## config.mk

```make
export PLATFORM = sky130hd
export DESIGN_NAME = directed_graph_cycle_detect_unit_flat
export DESIGN_NICKNAME = d
export VERILOG_FILES = /design/src/design/dgcd_pkg.sv /design/src/design/dgcd_cmd_if.sv /design/src/design/dgcd_res_if.sv /design/src/design/directed_graph_cycle_detect_unit.sv /design/src/flat_wrapper.sv
export VERILOG_INCLUDE_DIRS = /design/src /design/src/design
export SDC_FILE = /design/constraint.sdc
export NUM_CORES = 2
export LEC_CHECK = 0
export BUFFER_PORTS_ARGS = -buffer_cell sky130_fd_sc_hd__buf_2
export CORE_UTILIZATION = 30
export CTS_BUF_LIST = sky130_fd_sc_hd__clkbuf_4
export CTS_CLUSTER_DIAMETER = 60
export DETAILED_ROUTE_END_ITERATION = 10
export MAX_ROUTING_LAYER = met4
export PLACE_DENSITY = 0.46
export SETUP_SLACK_MARGIN = 0.05
export SLEW_MARGIN = 20
export SYNTH_ARGS = -nofsm -noshare
export SYNTH_HDL_FRONTEND = slang
export SYNTH_SLANG_ARGS = --single-unit
```

## constraint.sdc

```tcl
create_clock -name clk -period 9.7 [get_ports clk]
set_clock_uncertainty 0.1 [all_clocks]
set_input_delay 0.97 -clock clk [delete_from_list [all_inputs] [get_ports clk]]
set_output_delay 0.97 -clock clk [all_outputs]
set_load 0.03 [all_outputs]
```

## src/design/directed_graph_cycle_detect_unit_macros.svh

```systemverilog
// Assertion macros for the directed graph cycle detect unit.
`ifndef DIRECTED_GRAPH_CYCLE_DETECT_UNIT_MACROS_SVH
`define DIRECTED_GRAPH_CYCLE_DETECT_UNIT_MACROS_SVH
`ifndef SYNTHESIS
// Same-cycle implication, sampled on clk, off during reset.
`define DGCD_ASSERT_IMPLY(name, pre, post) \
    name: assert property (@(posedge clk) disable iff (!rst_n) (pre) |-> (post)) \
        else $error("dgcd assertion failed");
// Next-cycle implication, sampled on clk, off during reset.
`define DGCD_ASSERT_NEXT(name, pre, post) \
    name: assert property (@(posedge clk) disable iff (!rst_n) (pre) |=> (post)) \
        else $error("dgcd assertion failed");
`else
`define DGCD_ASSERT_IMPLY(name, pre, post)
`define DGCD_ASSERT_NEXT(name, pre, post)
`endif
`endif

```

## src/design/dgcd_pkg.sv

```systemverilog
// Shared constants, types and microcode table of the cycle detect unit.
package dgcd_pkg;

    localparam int MAX_NODES = 32;
    localparam int NODE_W    = $clog2(MAX_NODES);
    localparam int CNT_W     = $clog2(MAX_NODES + 1);
    localparam int CMD_W     = 2;

    typedef enum logic [CMD_W-1:0] {
        CMD_CLEAR  = 2'd0,
        CMD_ADD    = 2'd1,
        CMD_CHECK  = 2'd2,
        CMD_UNUSED = 2'd3
    } cmd_t;

    typedef logic [2:0] step_t;

    localparam step_t S_IDLE = 3'd0;
    localparam step_t S_ROOT = 3'd1;
    localparam step_t S_PUSH = 3'd2;
    localparam step_t S_SCAN = 3'd3;
    localparam step_t S_EXIT = 3'd4;
    localparam step_t S_DONE = 3'd5;
    localparam step_t S_RET  = 3'd6;

    typedef enum logic [2:0] {
        OP_NOP,
        OP_DISPATCH,
        OP_PUSH_ROOT,
        OP_SCAN,
        OP_DELIVER
    } op_t;

    typedef enum logic [2:0] {
        C_ALWAYS,
        C_START,
        C_ROOT_DONE,
        C_ROOT_SEEN,
        C_SCAN_EXIT,
        C_FOUND,
        C_OUT_BUSY
    } cond_t;

    typedef struct packed {
        op_t   op;
        cond_t cond;
        logic  invert;
        step_t target;
    } ctl_word_t;

    // Control store: jump to target when (cond ^ invert), else advance by one.
    function automatic ctl_word_t ucode(input step_t step);
        ctl_word_t w;
        case (step)
            S_IDLE:  w = '{op: OP_DISPATCH,  cond: C_START,     invert: 1'b1, target: S_IDLE};
            S_ROOT:  w = '{op: OP_NOP,       cond: C_ROOT_DONE, invert: 1'b0, target: S_DONE};
            S_PUSH:  w = '{op: OP_PUSH_ROOT, cond: C_ROOT_SEEN, invert: 1'b0, target: S_ROOT};
            S_SCAN:  w = '{op: OP_SCAN,      cond: C_SCAN_EXIT, invert: 1'b1, target: S_SCAN};
            S_EXIT:  w = '{op: OP_NOP,       cond: C_FOUND,     invert: 1'b1, target: S_ROOT};
            S_DONE:  w = '{op: OP_DELIVER,   cond: C_OUT_BUSY,  invert: 1'b0, target: S_DONE};
            S_RET:   w = '{op: OP_NOP,       cond: C_ALWAYS,    invert: 1'b0, target: S_IDLE};
            default: w = '{op: OP_NOP,       cond: C_ALWAYS,    invert: 1'b0, target: S_IDLE};
        endcase
        return w;
    endfunction

endpackage

```

## src/design/dgcd_cmd_if.sv

```systemverilog
// Command channel: valid/ready handshake carrying one command item.
interface dgcd_cmd_if;
    logic                        valid;
    logic                        ready;
    logic [dgcd_pkg::CMD_W-1:0]  command;
    logic [dgcd_pkg::NODE_W-1:0] src_node;
    logic [dgcd_pkg::NODE_W-1:0] dst_node;

    modport source (output valid, output command, output src_node, output dst_node,
                    input ready);
    modport sink   (input valid, input command, input src_node, input dst_node,
                    output ready);
endinterface

```

## src/design/dgcd_res_if.sv

```systemverilog
// Result channel: valid/ready handshake carrying one cycle check answer.
interface dgcd_res_if;
    logic valid;
    logic ready;
    logic has_cycle;

    modport source (output valid, output has_cycle, input ready);
    modport sink   (input valid, input has_cycle, output ready);
endinterface

```

## src/design/directed_graph_cycle_detect_unit.sv

```systemverilog
// Directed graph cycle detect unit: adjacency matrix with a microcoded DFS check.
// After a clear or add item the next item is taken in the following cycle.
// During a check, the scan step of the control store walks one matrix bit of the current
// node per cycle.
// A check may start while the previous answer still waits in the output register; it then
// holds in its deliver step until that answer is taken.
// Reset (rst_n low, asynchronous) empties the graph and sets node_count to 0 at once.
`include "directed_graph_cycle_detect_unit_macros.svh"

module directed_graph_cycle_detect_unit (
    input  logic                       clk,
    input  logic                       rst_n,
    input  logic                       cfg_we,
    input  logic [dgcd_pkg::CNT_W-1:0] cfg_wdata,
    dgcd_cmd_if.sink                   cmd,
    dgcd_res_if.source                 res
);

    localparam int MAX_NODES = dgcd_pkg::MAX_NODES;
    localparam int NODE_W    = dgcd_pkg::NODE_W;
    localparam int CNT_W     = dgcd_pkg::CNT_W;

    // Configuration and sequencer
    logic [CNT_W-1:0]      node_count_reg;
    logic [CNT_W-1:0]      n_eff;
    dgcd_pkg::step_t       upc_reg;
    dgcd_pkg::step_t       upc_next;
    dgcd_pkg::ctl_word_t   ctl;
    logic                  cond_val;

    // Graph storage: one row per source node, a row reads as zero until written
    logic [MAX_NODES-1:0]  row_mem [MAX_NODES];
    logic [MAX_NODES-1:0]  row_valid_reg;

    // Search state
    logic [MAX_NODES-1:0]  visited_reg;
    logic [MAX_NODES-1:0]  onstk_reg;
    logic [CNT_W-1:0]      root_reg;
    logic [CNT_W-1:0]      depth_reg;
    logic [NODE_W-1:0]     cur_v_reg;
    logic [CNT_W-1:0]      cur_i_reg;
    logic [MAX_NODES-1:0]  cur_row_reg;
    logic [NODE_W-1:0]     stk_v_mem [MAX_NODES];
    logic [CNT_W-1:0]      stk_i_mem [MAX_NODES];
    logic                  found_reg;

    // Output register
    logic                  out_valid_reg;
    logic                  has_cycle_reg;

    // Datapath terms
    logic                  cmd_fire;
    logic                  add_ok;
    logic [NODE_W-1:0]     root_idx;
    logic [MAX_NODES-1:0]  cur_row;
    logic                  scan_in_range;
    logic [NODE_W-1:0]     scan_node;
    logic                  edge_hit;
    logic                  back_hit;
    logic                  fwd_push;
    logic                  scan_exit;
    logic [NODE_W-1:0]     stk_wr_idx;
    logic [NODE_W-1:0]     stk_rd_idx;
    logic                  out_busy;

    // Clamp node count to the matrix size
    assign n_eff = (node_count_reg > CNT_W'(MAX_NODES)) ? CNT_W'(MAX_NODES) : node_count_reg;

    // Fetch the control word of the current step
    assign ctl = dgcd_pkg::ucode(upc_reg);

    assign cmd.ready  = (ctl.op == dgcd_pkg::OP_DISPATCH);
    assign cmd_fire   = cmd.valid && cmd.ready;
    assign add_ok     = (CNT_W'(cmd.src_node) < n_eff) && (CNT_W'(cmd.dst_node) < n_eff);

    assign res.valid     = out_valid_reg;
    assign res.has_cycle = has_cycle_reg;
    assign out_busy      = out_valid_reg && !res.ready;

    // Scan the next neighbor bit of the node on top of the stack
    assign root_idx      = root_reg[NODE_W-1:0];
    assign cur_row       = cur_row_reg;
    assign scan_in_range = cur_i_reg < n_eff;
    assign scan_node     = cur_i_reg[NODE_W-1:0];
    assign edge_hit      = scan_in_range && cur_row[scan_node];
    assign back_hit      = edge_hit && onstk_reg[scan_node];
    assign fwd_push      = edge_hit && !onstk_reg[scan_node] && !visited_reg[scan_node];
    assign scan_exit     = (!scan_in_range && (depth_reg == CNT_W'(1))) || back_hit;
    assign stk_wr_idx    = NODE_W'(depth_reg - CNT_W'(1));
    assign stk_rd_idx    = NODE_W'(depth_reg - CNT_W'(2));

    // Select the jump condition
    always_comb
    begin
        case (ctl.cond)
            dgcd_pkg::C_ALWAYS:    cond_val = 1'b1;
            dgcd_pkg::C_START:     cond_val = cmd_fire && (cmd.command == dgcd_pkg::CMD_CHECK);
            dgcd_pkg::C_ROOT_DONE: cond_val = root_reg >= n_eff;
            dgcd_pkg::C_ROOT_SEEN: cond_val = visited_reg[root_idx];
            dgcd_pkg::C_SCAN_EXIT: cond_val = scan_exit;
            dgcd_pkg::C_FOUND:     cond_val = found_reg;
            dgcd_pkg::C_OUT_BUSY:  cond_val = out_busy;
            default:               cond_val = 1'b0;
        endcase
    end

    // Jump or advance the step counter
    assign upc_next = (cond_val ^ ctl.invert) ? ctl.target : dgcd_pkg::step_t'(upc_reg + 3'd1);

    // Control state: sequencer, marks, counters, valid bits
    always_ff @(posedge clk or negedge rst_n)
    begin
        if (!rst_n)
        begin
            node_count_reg <= '0;
            upc_reg        <= dgcd_pkg::S_IDLE;
            row_valid_reg  <= '0;
            visited_reg    <= '0;
            onstk_reg      <= '0;
            root_reg       <= '0;
            depth_reg      <= '0;
            found_reg      <= 1'b0;
            out_valid_reg  <= 1'b0;
        end
        else
        begin
            if (cfg_we)
            begin
                node_count_reg <= cfg_wdata;
            end
            upc_reg <= upc_next;
            // Drop the taken answer unless the deliver step reloads the register
            if (res.valid && res.ready && (ctl.op != dgcd_pkg::OP_DELIVER))
            begin
                out_valid_reg <= 1'b0;
            end
            case (ctl.op)
                dgcd_pkg::OP_DISPATCH:
                begin
                    if (cmd_fire)
                    begin
                        case (cmd.command)
                            dgcd_pkg::CMD_CLEAR:
                            begin
                                row_valid_reg <= '0;
                            end
                            dgcd_pkg::CMD_ADD:
                            begin
                                if (add_ok)
                                begin
                                    row_valid_reg[cmd.src_node] <= 1'b1;
                                end
                            end
                            dgcd_pkg::CMD_CHECK:
                            begin
                                visited_reg <= '0;
                                onstk_reg   <= '0;
                                root_reg    <= '0;
                                depth_reg   <= '0;
                                found_reg   <= 1'b0;
                            end
                            default:
                            begin
                            end
                        endcase
                    end
                end
                dgcd_pkg::OP_PUSH_ROOT:
                begin
                    if (!visited_reg[root_idx])
                    begin
                        visited_reg[root_idx] <= 1'b1;
                        onstk_reg[root_idx]   <= 1'b1;
                        depth_reg             <= CNT_W'(1);
                    end
                    root_reg <= root_reg + CNT_W'(1);
                end
                dgcd_pkg::OP_SCAN:
                begin
                    if (!scan_in_range)
                    begin
                        onstk_reg[cur_v_reg] <= 1'b0;
                        depth_reg            <= depth_reg - CNT_W'(1);
                    end
                    else if (back_hit)
                    begin
                        found_reg <= 1'b1;
                    end
                    else if (fwd_push)
                    begin
                        visited_reg[scan_node] <= 1'b1;
                        onstk_reg[scan_node]   <= 1'b1;
                        depth_reg              <= depth_reg + CNT_W'(1);
                    end
                end
                dgcd_pkg::OP_DELIVER:
                begin
                    if (!out_busy)
                    begin
                        out_valid_reg <= 1'b1;
                    end
                end
                default:
                begin
                end
            endcase
        end
    end

    // Payload: matrix rows, walk stack, top of stack, answer
    always_ff @(posedge clk)
    begin
        case (ctl.op)
            dgcd_pkg::OP_DISPATCH:
            begin
                if (cmd_fire && (cmd.command == dgcd_pkg::CMD_ADD) && add_ok)
                begin
                    row_mem[cmd.src_node] <=
                        (row_valid_reg[cmd.src_node] ? row_mem[cmd.src_node] : '0)
                        | (MAX_NODES'(1) << cmd.dst_node);
                end
            end
            dgcd_pkg::OP_PUSH_ROOT:
            begin
                if (!visited_reg[root_idx])
                begin
                    cur_v_reg   <= root_idx;
                    cur_i_reg   <= '0;
                    cur_row_reg <= row_valid_reg[root_idx] ? row_mem[root_idx] : '0;
                end
            end
            dgcd_pkg::OP_SCAN:
            begin
                if (!scan_in_range)
                begin
                    // Pop: restore the parent from the stack
                    if (depth_reg > CNT_W'(1))
                    begin
                        cur_v_reg   <= stk_v_mem[stk_rd_idx];
                        cur_i_reg   <= stk_i_mem[stk_rd_idx];
                        cur_row_reg <= row_valid_reg[stk_v_mem[stk_rd_idx]]
                                       ? row_mem[stk_v_mem[stk_rd_idx]] : '0;
                    end
                end
                else
                begin
                    cur_i_reg <= cur_i_reg + CNT_W'(1);
                    if (fwd_push)
                    begin
                        // Push: save the parent with its next neighbor index
                        stk_v_mem[stk_wr_idx] <= cur_v_reg;
                        stk_i_mem[stk_wr_idx] <= cur_i_reg + CNT_W'(1);
                        cur_v_reg             <= scan_node;
                        cur_i_reg             <= '0;
                        cur_row_reg           <= row_valid_reg[scan_node]
                                                 ? row_mem[scan_node] : '0;
                    end
                end
            end
            dgcd_pkg::OP_DELIVER:
            begin
                if (!out_busy)
                begin
                    has_cycle_reg <= found_reg;
                end
            end
            default:
            begin
            end
        endcase
    end

    // Checks on the search and sequencer
    `DGCD_ASSERT_NEXT(a_check_start, cmd_fire && (cmd.command == dgcd_pkg::CMD_CHECK), (upc_reg == dgcd_pkg::S_ROOT) && (depth_reg == '0) && !found_reg)
    `DGCD_ASSERT_IMPLY(a_scan_depth, upc_reg == dgcd_pkg::S_SCAN, depth_reg != '0)
    `DGCD_ASSERT_IMPLY(a_onstk_visited, 1'b1, (onstk_reg & ~visited_reg) == '0)
    `DGCD_ASSERT_NEXT(a_deliver, (upc_reg == dgcd_pkg::S_DONE) && !out_busy, res.valid && (res.has_cycle == $past(found_reg)))

endmodule
```

## src/flat_wrapper.sv

```systemverilog
// flat-port wrapper written by rule: the top's interface ports become plain ports
module directed_graph_cycle_detect_unit_flat 
  (clk, rst_n, cfg_we, cfg_wdata, cmd_valid, cmd_command, cmd_src_node, cmd_dst_node, cmd_ready, res_valid, res_has_cycle, res_ready);
  dgcd_cmd_if cmd_i ();
  dgcd_res_if res_i ();
  input  logic clk;
  input  logic rst_n;
  input  logic cfg_we;
  input  logic [dgcd_pkg::CNT_W-1:0] cfg_wdata;
  input wire logic [$bits(cmd_i.valid)-1:0] cmd_valid;
  input wire logic [$bits(cmd_i.command)-1:0] cmd_command;
  input wire logic [$bits(cmd_i.src_node)-1:0] cmd_src_node;
  input wire logic [$bits(cmd_i.dst_node)-1:0] cmd_dst_node;
  output wire logic [$bits(cmd_i.ready)-1:0] cmd_ready;
  output wire logic [$bits(res_i.valid)-1:0] res_valid;
  output wire logic [$bits(res_i.has_cycle)-1:0] res_has_cycle;
  input wire logic [$bits(res_i.ready)-1:0] res_ready;
  assign cmd_i.valid = cmd_valid;
  assign cmd_i.command = cmd_command;
  assign cmd_i.src_node = cmd_src_node;
  assign cmd_i.dst_node = cmd_dst_node;
  assign cmd_ready = cmd_i.ready;
  assign res_valid = res_i.valid;
  assign res_has_cycle = res_i.has_cycle;
  assign res_i.ready = res_ready;
  directed_graph_cycle_detect_unit u_core (.clk(clk), .rst_n(rst_n), .cfg_we(cfg_we), .cfg_wdata(cfg_wdata), .cmd(cmd_i), .res(res_i));
endmodule
```

Yosys cells after proc, flatten, opt, wreduce, memory -nomap -nowiden --
Memories as Yosys holds them, arrays and structs flattened. A register that Yosys moved wholly into a read port is not among the register bits. Cells that the tools add are included.
Storage, ports and cells: register bits after elaboration 163, memory bits (writable) 1376, bits of input ports 23, output and inout port bits 3, memories 3
Operators by class: add/subtract/negate cells 6, $lt $le $gt $ge 15, equality and inequality tests 30, shift-type cells 1, mux-type cells 85, bitwise gates (word level) 10, reduce and logical (&&, ||, !) cells 38
Memory list:
- u_core.row_mem | words 32, width 32, rd ports 4, clocked after memory_dff 1, wr ports 1, RTL line directed_graph_cycle_detect_unit.sv:32 | logic [MAX_NODES-1:0] row_mem [MAX_NODES];
- u_core.stk_i_mem | words 32, width 6, rd ports 1, clocked after memory_dff 0, wr ports 1, RTL line directed_graph_cycle_detect_unit.sv:44 | logic [CNT_W-1:0] stk_i_mem [MAX_NODES];
- u_core.stk_v_mem | words 32, width 5, rd ports 1, clocked after memory_dff 0, wr ports 1, RTL line directed_graph_cycle_detect_unit.sv:43 | logic [NODE_W-1:0] stk_v_mem [MAX_NODES];
Operators by type and width (number):
- 32-bit 2-to-1 mux | 19
- 32-bit OR | 6
- 32-bit one-hot mux with 3 select lines | 2
- 32-bit one-hot mux with 2 select lines | 2
- 6-bit 2-to-1 mux | 11
- 10-bit one-hot mux with 6 select lines | 1
- 1-bit binary-select mux with 5-bit select | 8
- 32-bit AND | 1
- 32-bit NOT | 1
- 1-bit by 5-bit << shifter with 32-bit output, first input constant | 1
- 5-bit by 6-bit < comparator with 1-bit output, second input constant | 5
- 1-bit 2-to-1 mux | 26
- 5-bit 2-to-1 mux | 5
- 6-bit one-hot mux with 2 select lines | 2
- 1-bit demux with 5-bit select | 4
- 5-bit by 1-bit greater-or-equal comparator with 1-bit output, second input constant | 4
- 6-bit by 1-bit adder with 6-bit output, second input constant | 3
- 3-bit by 2-bit == test with 1-bit output, second input constant | 6
- 3-bit == test, second input constant | 6
- 6-bit one-hot mux with 3 select lines | 1
- 1-bit logical AND | 17
- 5-bit by 6-bit < comparator with 1-bit output | 2
- 5-bit one-hot mux with 2 select lines | 1
- 3-bit by 1-bit == test with 1-bit output, second input constant | 3
- other kinds (31) | 48

Logic depth before layout (Yosys ltp) --
word-level depth 10, mapped depth 21

Worst setup path before layout --
Ideal clock, no wire load.
kind register -> register, from register u_core.upc_reg[0], to memory u_core.row_mem[10][0] (enable), setup time 421 ps, data arrival time 4715 ps, required time 9179 ps, path slack 4464 ps, stages on the path, launching flop included 12, path buffers 2, clock period less this slack 5236 ps, cell sequence dfrtp_1 > inv_1 > ha_1 > clkbuf_1 > inv_1 > nor4_1 > nand3b_1 > a21o_1 > or2_1 > or3b_2 > clkbuf_1 > nor2_1
Between the ends: cells in the longest elaborated chain, start to end 9, elaborated cells on any way between the ends 14
RTL lines:
- from (decl) | RTL line directed_graph_cycle_detect_unit.sv:26 | dgcd_pkg::step_t upc_reg;
- from (signal assigned) | RTL line directed_graph_cycle_detect_unit.sv:116 | upc_reg <= dgcd_pkg::S_IDLE;
- from (signal assigned) | RTL line directed_graph_cycle_detect_unit.sv:131 | upc_reg <= upc_next;
- 3-bit == test, or another cell as far along | RTL line dgcd_pkg.sv:54 | case (step)
- 10-bit one-hot mux with 6 select lines * | RTL line dgcd_pkg.sv:54
- 3-bit by 1-bit == test with 1-bit output * | RTL line directed_graph_cycle_detect_unit.sv:72 | assign cmd.ready = (ctl.op == dgcd_pkg::OP_DISPATCH);
- named net cmd_ready | RTL line flat_wrapper.sv:14 | output wire logic [$bits(cmd_i.ready)-1:0] cmd_ready;
- 1-bit logical AND | RTL line directed_graph_cycle_detect_unit.sv:73 | assign cmd_fire = cmd.valid && cmd.ready;
- 1-bit logical AND (2 in series) | RTL line directed_graph_cycle_detect_unit.sv:216 | if (cmd_fire && (cmd.command == dgcd_pkg::CMD_ADD) && add_ok)
- 1-bit 2-to-1 mux | RTL line directed_graph_cycle_detect_unit.sv:216
- 1-bit 2-to-1 mux * | RTL line directed_graph_cycle_detect_unit.sv:213 | case (ctl.op)
- 1-bit 2-to-1 mux * | RTL line directed_graph_cycle_detect_unit.sv:219 | (row_valid_reg[cmd.src_node] ? row_mem[cmd.src_node] : '0)
- to (decl) | RTL line directed_graph_cycle_detect_unit.sv:32
The timed path passes the listed nets; every way through them passes the cells marked *.

Worst setup path after layout --
from register u_core.depth_reg[1], to register u_core.cur_row_reg[10] (netlist: u_core.cur_row[10]), data pin
Between the ends: cells in the longest elaborated chain, start to end 8, elaborated cells on any way between the ends 9
RTL lines:
- from (decl) | RTL line directed_graph_cycle_detect_unit.sv:39 | logic [CNT_W-1:0] depth_reg;
- from (signal assigned) | RTL line directed_graph_cycle_detect_unit.sv:183 | depth_reg <= depth_reg - CNT_W'(1);
- from (signal assigned) | RTL line directed_graph_cycle_detect_unit.sv:193 | depth_reg <= depth_reg + CNT_W'(1);
- 5-bit by 2-bit subtractor with 5-bit output * | RTL line directed_graph_cycle_detect_unit.sv:90 | assign stk_rd_idx = NODE_W'(depth_reg - CNT_W'(2));
- memory 32 x 5 bit *
- 1-bit binary-select mux with 5-bit select | RTL line directed_graph_cycle_detect_unit.sv:241 | cur_row_reg <= row_valid_reg[stk_v_mem[stk_rd_idx]]
- 1-bit 2-to-1 mux (implied by the code) | RTL line directed_graph_cycle_detect_unit.sv:241
- 32-bit 2-to-1 mux * | RTL line directed_graph_cycle_detect_unit.sv:242 | ? row_mem[stk_v_mem[stk_rd_idx]] : '0;
- 32-bit 2-to-1 mux * | RTL line directed_graph_cycle_detect_unit.sv:237 | if (depth_reg > CNT_W'(1))
- 32-bit 2-to-1 mux * | RTL line directed_graph_cycle_detect_unit.sv:234 | if (!scan_in_range)
- 32-bit one-hot mux with 2 select lines * | RTL line directed_graph_cycle_detect_unit.sv:213
- to (signal assigned) | RTL line directed_graph_cycle_detect_unit.sv:229 | cur_row_reg <= row_valid_reg[root_idx] ? row_mem[root_idx] : '0;
- to (signal assigned) | RTL line directed_graph_cycle_detect_unit.sv:241
- to (signal assigned) | RTL line directed_graph_cycle_detect_unit.sv:255 | cur_row_reg <= row_valid_reg[scan_node]
- to (decl) | RTL line directed_graph_cycle_detect_unit.sv:42 | logic [MAX_NODES-1:0] cur_row_reg;
Mark *: on every way between the ends. The rest lies on a longest branch, timed or not. The select of a mux whose other input is x is not followed. A chain may end at the register's enable or synchronous reset.

==> impl_metrics.toml <==
[synth]
synth_compound_area_frac = 0.0786
synth_top_area_cell = "edfxtp_1"
syn_inst = 5984
synth_mux_area_frac = 0.293
ys_seq_elements = 1544
synthArstFlopShare = 0.0771
syn_avg_cell_area_um2 = 14.8
yosys_most_used_dff = "edfxtp_1"
ys_seq_area_frac = 0.517
yosys-top-cells-area = "edfxtp_1 (48%), mux4_2 (25%), mux2i_1 (3.7%)"
synthAdderAreaFrac = 0.00580
synth_cell_type_count = 84
synth_edf_count = 1420
synth_top_family_by_area = "multiplexers"
synthesis.nets = 6048
yosysTopAreaCellShare = 0.483
synthesis.area_um2 = 88400
synth-simple-area-share = 0.0749
synth_xor_area_frac = 0.00119
yosysWarnings = 0

[floorplanning]
dieArea_um2 = 297000
die_h_um = 545
start_util = 0.303
coreArea_um2 = 292000
placement_rows = 198
dieWidth_um = 545
io_pins = 26

[placed_design]
pre_cts_ws_ns = 3.13
placedCellCount = 9556
io_buffers = 25
dp_hpwl_um = 205000
gp_congestion = 0.867

[cts]
cts_resized = 0
tritoncts = "built"
postCtsSetupBuffers = 0
cts_max_path_buffers = 4
cts-hold-fix-buffers = 15
root_buffer = "clkbuf_4"
clk_pin_slew_ns = 0.07
clk_latency_ns = 1.33
numCtsBuffers = 431
cts_sinks = 1544
htreeDepth = 5

[finish]
final_cell_mix = "edfxtp_1 (1420), mux4_2 (978), nand2_1 (747)"
largest_register_ffs = 1024
nNetsFinal = 6171
syn_to_final_growth_pct = 12.2
reg_top3 = "u_core.row_mem: 1024 flops, u_core.stk_i_mem: 192 flops, u_core.stk_v_mem: 160 flops"
top_register = "u_core.row_mem"
drive_gt1_frac = 0.319
num-fill-cells = 28300
final_common_cell = "edfxtp_1"
stdcell_count = 10400

[timing]
finalCriticalPeriod_ns = 6.74
setup_tns_ns = 0
grt_setup_unrepaired = "no"
max_slew_margin = 0.157
slew_violations = 0
worst_slack_ns = 2.96
fmax_mhz = 148
finalCritPeriodShare = 0.695
report.final.setup_viol = 0
hold_violations = 0
worst_pin_slew_ns = 1.26

[flow_run]
maxCapViolations = 0

[critical_path]
cp.required_ns = 10.54
cp-end-kind = "flop"
crit_fanout = 36
path_class = "flop to flop"
worstPathArrival_ns = 7.58
startpoint_type = "flop"

[global_route]
grt_max_degree = 115
grt_pass1_vias = 64000
antenna_found_initial = 20
grt.total_usage = 0.254
grt_remaining_overflow = 0
grt_pass1_wl_um = 512000

[run_status]
status = "completed"

[detailed_routing]
wl_per_cell_um = 35.8
routed_wirelength_um = 371000
drt_first_pass_iters = 6
drcViolationCount = 0
antenna_left = 0
drt-initial-drc-count = 9168
vias = 65000
viasPerCell = 6.28

[min_path]
min_path_type = "primary input to async pin"
## per-layer routing
metal / track usage / wire [µm] / vias up
li1: - / - / 25400
met3: 0.0625 / 41200 / 939
met1: 0.332 / 147000 / 34100
met2: 0.369 / 165000 / 4569
met5: - / 0 / -
met4: 0.116 / 18100 / 0
## worst max-delay path: stages (launching register included)
cell and delay, ns:
dfrtp_4 0.75, inv_1 0.29, ha_2 0.72, buf_4 0.59
mux2i_1 0.27, mux4_2 0.25, nand3_1 0.11, o211ai_1 0.14
buf_4 0.54, buf_4 0.69, nor3_1 0.15, o21ai_1 0.15
nand4_1 0.14, a32oi_4 0.25, buf_4 0.93, o21ai_1 0.23
## per-stage QoR
| stage | utilization | area, µm² | hold WS (ns) |
|---|---|---|---|
| after floorplan | - | 88400 | 0.348 |
| after global placement | 0.319 | 93300 | 0.392 |
| after detailed placement | 0.320 | 93400 | 0.395 |
| after CTS | 0.339 | 98900 | 0.0416 |
| after global routing | 0.340 | 99200 | 0.131 |
| final | 0.340 | 99200 | 0.172 |
## synthesized netlist by cell type (all sizes together) (31+ instances only)
| library cell | n |
|---|---|
| edfxtp | 1420 |
| mux4 | 980 |
| nand2 | 750 |
| mux2i | 331 |
| clkbuf | 312 |
| a22oi | 307 |
| buf | 242 |
| o21ai | 191 |
| nor2 | 183 |
| nand3 | 176 |
| a21oi | 132 |
| dfrtp | 119 |
| and3 | 111 |
| nand4 | 77 |
| a221o | 64 |
| a311oi | 64 |
| inv | 46 |
| ha | 41 |
| mux2 | 41 |
| a31oi | 36 |
| a211oi | 34 |
| nor4 | 33 |
| a32oi | 32 |
| a41oi | 32 |
| and2 | 31 |
## cell families (layout without fill, tap and decap cells)
kind of cell,count (synthesis),after routing
mux,1352,1352
other cells,0,19
fa+ha+maj,41,41
compound gates,982,982
xor+xnor,12,12
flops,1544,1544
buf+inv,600,1052
simple gates,1453,1453
## final cells by class
type / instances / area [µm²] / share of cell area
Inverter: 46 / 173 / 0.00174
Antenna cell: 19 / 47.5 / 0.000479
Multi-Input combinational cell: 3840 / 40900 / 0.413
Timing Repair Buffer: 244 / 2060 / 0.0207
Sequential cell: 1544 / 45800 / 0.461
Clock inverter: 151 / 763 / 0.00769
Clock buffer: 611 / 4590 / 0.0462
Tap cell: 3900 / 4880 / 0.0492
## path summary, 6_finish.rpt
check                                          from                       to  slack (ns)  depth (start not counted)
worst max-delay path            u_core.depth_reg[1]       u_core.cur_row[10]        2.96                         15
worst min-delay path                          rst_n        u_core.upc_reg[1]        0.17                          2
worst max register to register  u_core.depth_reg[1]       u_core.cur_row[10]        2.96                         15
worst min register to register  u_core.onstk_reg[2]      u_core.onstk_reg[2]        0.41                          1
max in group asynchronous                     rst_n       u_core.root_reg[1]        8.01                          3
min in group clk                     cmd_command[0]  u_core.row_valid_reg[9]        0.26                          4
Power is left out: the tool's default activity adds up to more than one toggle a clock period on the data nets, which glitch-free logic cannot reach.
